### src/hw/rtl/rrc_pkg.sv
// ----------------------------------------------------------------------------
// rrc_pkg: shared types and constants of the rectangle raster canvas
// Operation codes, shape kinds, register indexes, reset values and the
// command and status groups between controller and datapath.
// ----------------------------------------------------------------------------
package rrc_pkg;

	localparam int DEF_MAX_SIDE = 256;

	// geometry arithmetic width: Q15.8 corner plus size plus headroom
	localparam int GEO_W  = 27;
	localparam int ONE_Q8 = 256;
	// used canvas sides are held wide enough for a side of 1024
	localparam int USED_W = 11;

	localparam int CFG_IDX_W  = 2;
	localparam int CFG_DATA_W = 9;

	localparam logic [CFG_IDX_W-1:0] CFG_WIDTH  = 2'd0;
	localparam logic [CFG_IDX_W-1:0] CFG_HEIGHT = 2'd1;
	localparam logic [CFG_IDX_W-1:0] CFG_BG     = 2'd2;

	localparam logic [8:0] RST_WIDTH  = 9'd256;
	localparam logic [8:0] RST_HEIGHT = 9'd256;
	localparam logic [7:0] RST_BG     = 8'd32;

	localparam logic [1:0] OP_CLEAR = 2'd0;
	localparam logic [1:0] OP_DRAW  = 2'd1;
	localparam logic [1:0] OP_READ  = 2'd2;

	localparam logic [7:0] KIND_FILLED  = 8'd82;
	localparam logic [7:0] KIND_OUTLINE = 8'd114;

	typedef struct packed {
		logic capture;
		logic setup;
		logic sweep_start;
		logic sweep_step;
		logic load_out;
	} rrc_cmd_t;

	typedef struct packed {
		logic [1:0] op;
		logic       err;
		logic       empty;
		logic       sweep_last;
		logic       out_busy;
	} rrc_sts_t;

endpackage

### src/hw/rtl/rrc_ctrl.sv
// ----------------------------------------------------------------------------
// rrc_ctrl: operation sequencer
// Accepts one item, decodes it, runs the cell sweep and hands the result
// to the output register.
// ----------------------------------------------------------------------------
module rrc_ctrl (
	input  logic              clk,
	input  logic              arst_n,
	input  logic              in_valid,
	output logic              in_stall,
	input  rrc_pkg::rrc_sts_t sts,
	output rrc_pkg::rrc_cmd_t cmd
);
	import rrc_pkg::*;

	typedef enum logic [1:0] {
		ST_IDLE,
		ST_DECODE,
		ST_SWEEP,
		ST_FINISH
	} state_t;

	state_t state_q;
	state_t state_d;
	logic   in_stall_q;

	always_comb begin
		state_d = state_q;
		cmd     = '0;
		unique case (state_q)
			ST_IDLE: begin
				if (in_valid) begin
					cmd.capture = 1'b1;
					state_d     = ST_DECODE;
				end
			end
			ST_DECODE: begin
				cmd.setup = 1'b1;
				if (sts.err || sts.op == OP_READ || sts.empty) begin
					state_d = ST_FINISH;
				end else begin
					cmd.sweep_start = 1'b1;
					state_d         = ST_SWEEP;
				end
			end
			ST_SWEEP: begin
				cmd.sweep_step = 1'b1;
				if (sts.sweep_last) begin
					state_d = ST_FINISH;
				end
			end
			ST_FINISH: begin
				// hold until the output register is free
				if (!sts.out_busy) begin
					cmd.load_out = 1'b1;
					state_d      = ST_IDLE;
				end
			end
			default: state_d = ST_IDLE;
		endcase
	end

	always_ff @(posedge clk or negedge arst_n) begin
		if (!arst_n) begin
			state_q    <= ST_IDLE;
			in_stall_q <= 1'b0;
		end else begin
			state_q    <= state_d;
			in_stall_q <= (state_d != ST_IDLE);
		end
	end

	assign in_stall = in_stall_q;

endmodule

### config.mk
export PLATFORM = sky130hd
export DESIGN_NAME = rrc_ctrl
export DESIGN_NICKNAME = d
export VERILOG_FILES = /design/src/hw/rtl/rrc_pkg.sv /design/src/hw/rtl/rrc_ctrl.sv
export SDC_FILE = /design/constraint.sdc
export NUM_CORES = 1
export LEC_CHECK = 0
export BUFFER_PORTS_ARGS = -buffer_cell sky130_fd_sc_hd__buf_2
export CAP_MARGIN = 20
export CORE_AREA = 3 3 40 42
export DETAILED_ROUTE_END_ITERATION = 8
export DIE_AREA = 0 0 43 45
export HOLD_SLACK_MARGIN = 0.12
export PLACE_DENSITY = 0.34
export SLEW_MARGIN = 20
export SYNTH_ARGS = -nofsm -noshare
export SYNTH_HDL_FRONTEND = slang
export SYNTH_SLANG_ARGS = --single-unit
### constraint.sdc
create_clock -name clk -period 1.24 [get_ports clk]
set_input_delay 0.124 -clock clk [delete_from_list [all_inputs] [get_ports clk]]
set_output_delay 0.124 -clock clk [all_outputs]
set_load 0.03 [all_outputs]
==> results.yml <==
floorplan:
  die_w_um: 43
  fp.dieH_um: 45
  pin_count: 15
  rows: 13
  coreArea_um2: 1285
  initial_core_util_pct: 12.46
  die-area_um2: 1935
synthesis:
  syn_nets: 26
  synth_warnings: 0
  netlist_area_um2: 160.2
  avgSynthCellArea_um2: 9.421
  ys_ff_latch: 3
  synth_xor_area_share_pct: 0
  yosys-mux-area-fraction_pct: 14.06
  synthSimpleGateAreaFrac_pct: 33.59
  netlist_instances: 17
  ys_types: 10
  synth_top_family_by_area: "simple AND/OR/NAND/NOR gates"
  synth.yosys.seq_area_share_pct: 46.88
  synth_fa_ha_area_share_pct: 0
  synth_compound_area_share_pct: 3.125
detailed_routing:
  drt_iter0_markers: 0
  antenna_left: 0
  wirelength_um: 527
  dr_total_vias: 188
  dr.pass1.iters: 1
  wl_per_cell_um: 9.943
  routed_via_density: 3.547
  drcViolationCount: 0
placed_design:
  placed_cells: 46
  dp.final_hpwl_um: 388.6
  portBuffers: 14
  gp_congestion: 0.6432
  post-place-ws_ps: 138.3
timing:
  maxSlewViolCount: 0
  rsz0062_at_grt: "yes"
  setup_ws_ps: 23.20
  worst_pin_slew_ps: 211.1
  whs_ps: 157.2
  fmax_mhz: 821.8
  tns_ps: 0
  finalSetupViolCount: 0
  min_period_ps: 1217
  slew_headroom_pct: 85.83
  finClkSkew_ps: 2.066
  hold_viol_final: 0
  fin_crit_sh_pct: 98.13
critical_path:
  endpoint_kind: "output pin"
  rrSetupSlack_ps: 80
  crit_end: "cmd[4]"
  critPathRequiredTime_ps: 1120
  r2r_cells: 2
  reg2reg_from: "state_q[0]$_DFF_PN0_"
  rr_endpoint: "state_q[0]$_DFF_PN0_"
  cp-start-kind: "flop"
  critical_path_class: "flop to output pin"
  crit_start: "state_q[1]$_DFF_PN0_"
  worstPathArrival_ps: 1090
  crit_fanout: 7
flow_run:
  maxCapViolations: 0
global_routing:
  grt_max_degree: 8
  grt_pass1_vias: 196
  grt_pass1_wl_um: 772
  track_usage_pct: 6.104
  grt_overflow: 0
  grt_antenna_before_repair: 0
clock_tree:
  clk_pin_slew_ps: 40
  cts_tree: "done"
  cts_root_buf: "clkbuf_4"
  numCtsBuffers: 3
  h-tree-depth: 1
  clk_latency_ps: 230
  clockBufferDepth: 2
  cts_sinks: 3
pwr:
  p_sw_share_pct: 43.18
  powerDensity_nw_per_um2: 2415
  power.switching_mw: 0.3497
  comb_power_share_pct: 51.9
  p_seq_share_pct: 26.8
  p_leak_nw: 0.1577
  vdd_drop_max_mv: 0.7706
  total_power_mw: 0.8099
  power.share.clock_pct: 21.3
  internal_power_mw: 0.4602
run_status:
  outcome: "completed"
finish:
  fin_cells: 53
  drive_gt1_share_pct: 68.42
  nets: 48
  synthToLayoutAreaGrowth_pct: 109.4
  num_antenna_cells: 0
  fillers: 149
worst_hold_path:
  hold_class: "primary input to flop"
==> worst max-delay path, cell delays in order, from the launching register on <==
cell	delay [ps]
dfrtp_2	450
nor2_2	140
and2_4	150
buf_6	120
==> timing repair <==
item                                   CTS  global route
pin swaps                                0             2
setup endpoints to repair                2             3
endpoints found under the hold margin    3             0
hold buffers                             1             0
buffers inserted                         1             1
gates resized for setup                  6             6
==> placed cells by master (no fill, tap or decap) <==
cell / n
buf_6: 2
nor2_4: 1
dfrtp_1: 1
and2_4: 1
nor3_1: 1
buf_4: 3
nor2b_1: 2
nor2_1: 3
clkbuf_1: 1
nand2_1: 1
nor3b_2: 1
mux4_2: 1
o21ai_1: 1
dlygate4sd3_1: 1
dfrtp_2: 2
inv_1: 1
buf_2: 11
nor2_2: 1
clkbuf_4: 3
==> routing by layer <==
metal  global-route usage [%]  wire length [um]
met2                    7.186               218
met3                    3.984                73
met1                    6.585               230
met4                    7.229                 4
met5                        0                 0
==> cell usage after synthesis <==
| cell | count | area [um2] |
|---|---|---|
| nor3b_1 | 1 | 7.510 |
| nor2_1 | 5 | 18.77 |
| dfrtp_1 | 3 | 75.07 |
| o21ai_1 | 1 | 5.000 |
| and2_1 | 1 | 6.260 |
| nor3_1 | 1 | 5.000 |
| inv_1 | 1 | 3.750 |
| mux4_2 | 1 | 22.52 |
| nor2b_1 | 2 | 12.51 |
| nand2_1 | 1 | 3.750 |
==> worst min-delay path by stage <==
stage / slack, ps / end / cells past startpoint / start
after CTS: 140 / state_q[1]$_DFF_PN0_ / 3 / sts[0]
after global placement: -80 / in_stall$_DFF_PN0_ / 1 / arst_n
final: 160 / in_stall$_DFF_PN0_ / 3 / in_valid
after global routing: 180 / state_q[1]$_DFF_PN0_ / 3 / sts[0]
after detailed placement: -80 / in_stall$_DFF_PN0_ / 1 / arst_n
after floorplan: -170 / in_stall$_DFF_PN0_ / 0 / arst_n
==> cell type report <==
class	instances	area [um2]	share of cell area [%]
flip-flops and latches	3	77.57	23.13
well taps	15	18.77	5.597
repair buffers	17	110.1	32.84
clock buffers	4	26.28	7.836
inverters	1	3.754	1.119
multi-input cells	13	98.84	29.48
==> logic make-up (layout without fill, tap and decap cells) <==
kind of cell / count (synthesis) / count (layout)
and+or+nand+nor: 11 / 11
DFF: 3 / 3
AOI/OAI and AO/OA: 1 / 1
muxes: 1 / 1
buffers and inverters: 1 / 22
==> per-stage QoR <==
stage / area (um2) / util (%)
after floorplan: 165.2 / -
after global placement: 254.0 / 19.77
after detailed placement: 254.0 / 19.77
after CTS: 310.3 / 24.15
after global routing: 335.3 / 26.10
final: 335.3 / 26.10
==> registers in the layout, indices dropped and copies added, names as in the netlist <==
register and flops:
in_stall 1, state_q 2
==> power by group through the flow <==
stage,sequential [mW],clock [mW],combinational (mW)
6_report,0.217,0.172,0.420
5_1_grt,0.223,0.194,0.449
4_1_cts,0.212,0.186,0.379
3_5_place_dp,0.203,0,0.332
3_3_place_gp,0.203,0,0.329
2_1_floorplan,0.224,0,0.209
Power figures use the tool's default switching activity.
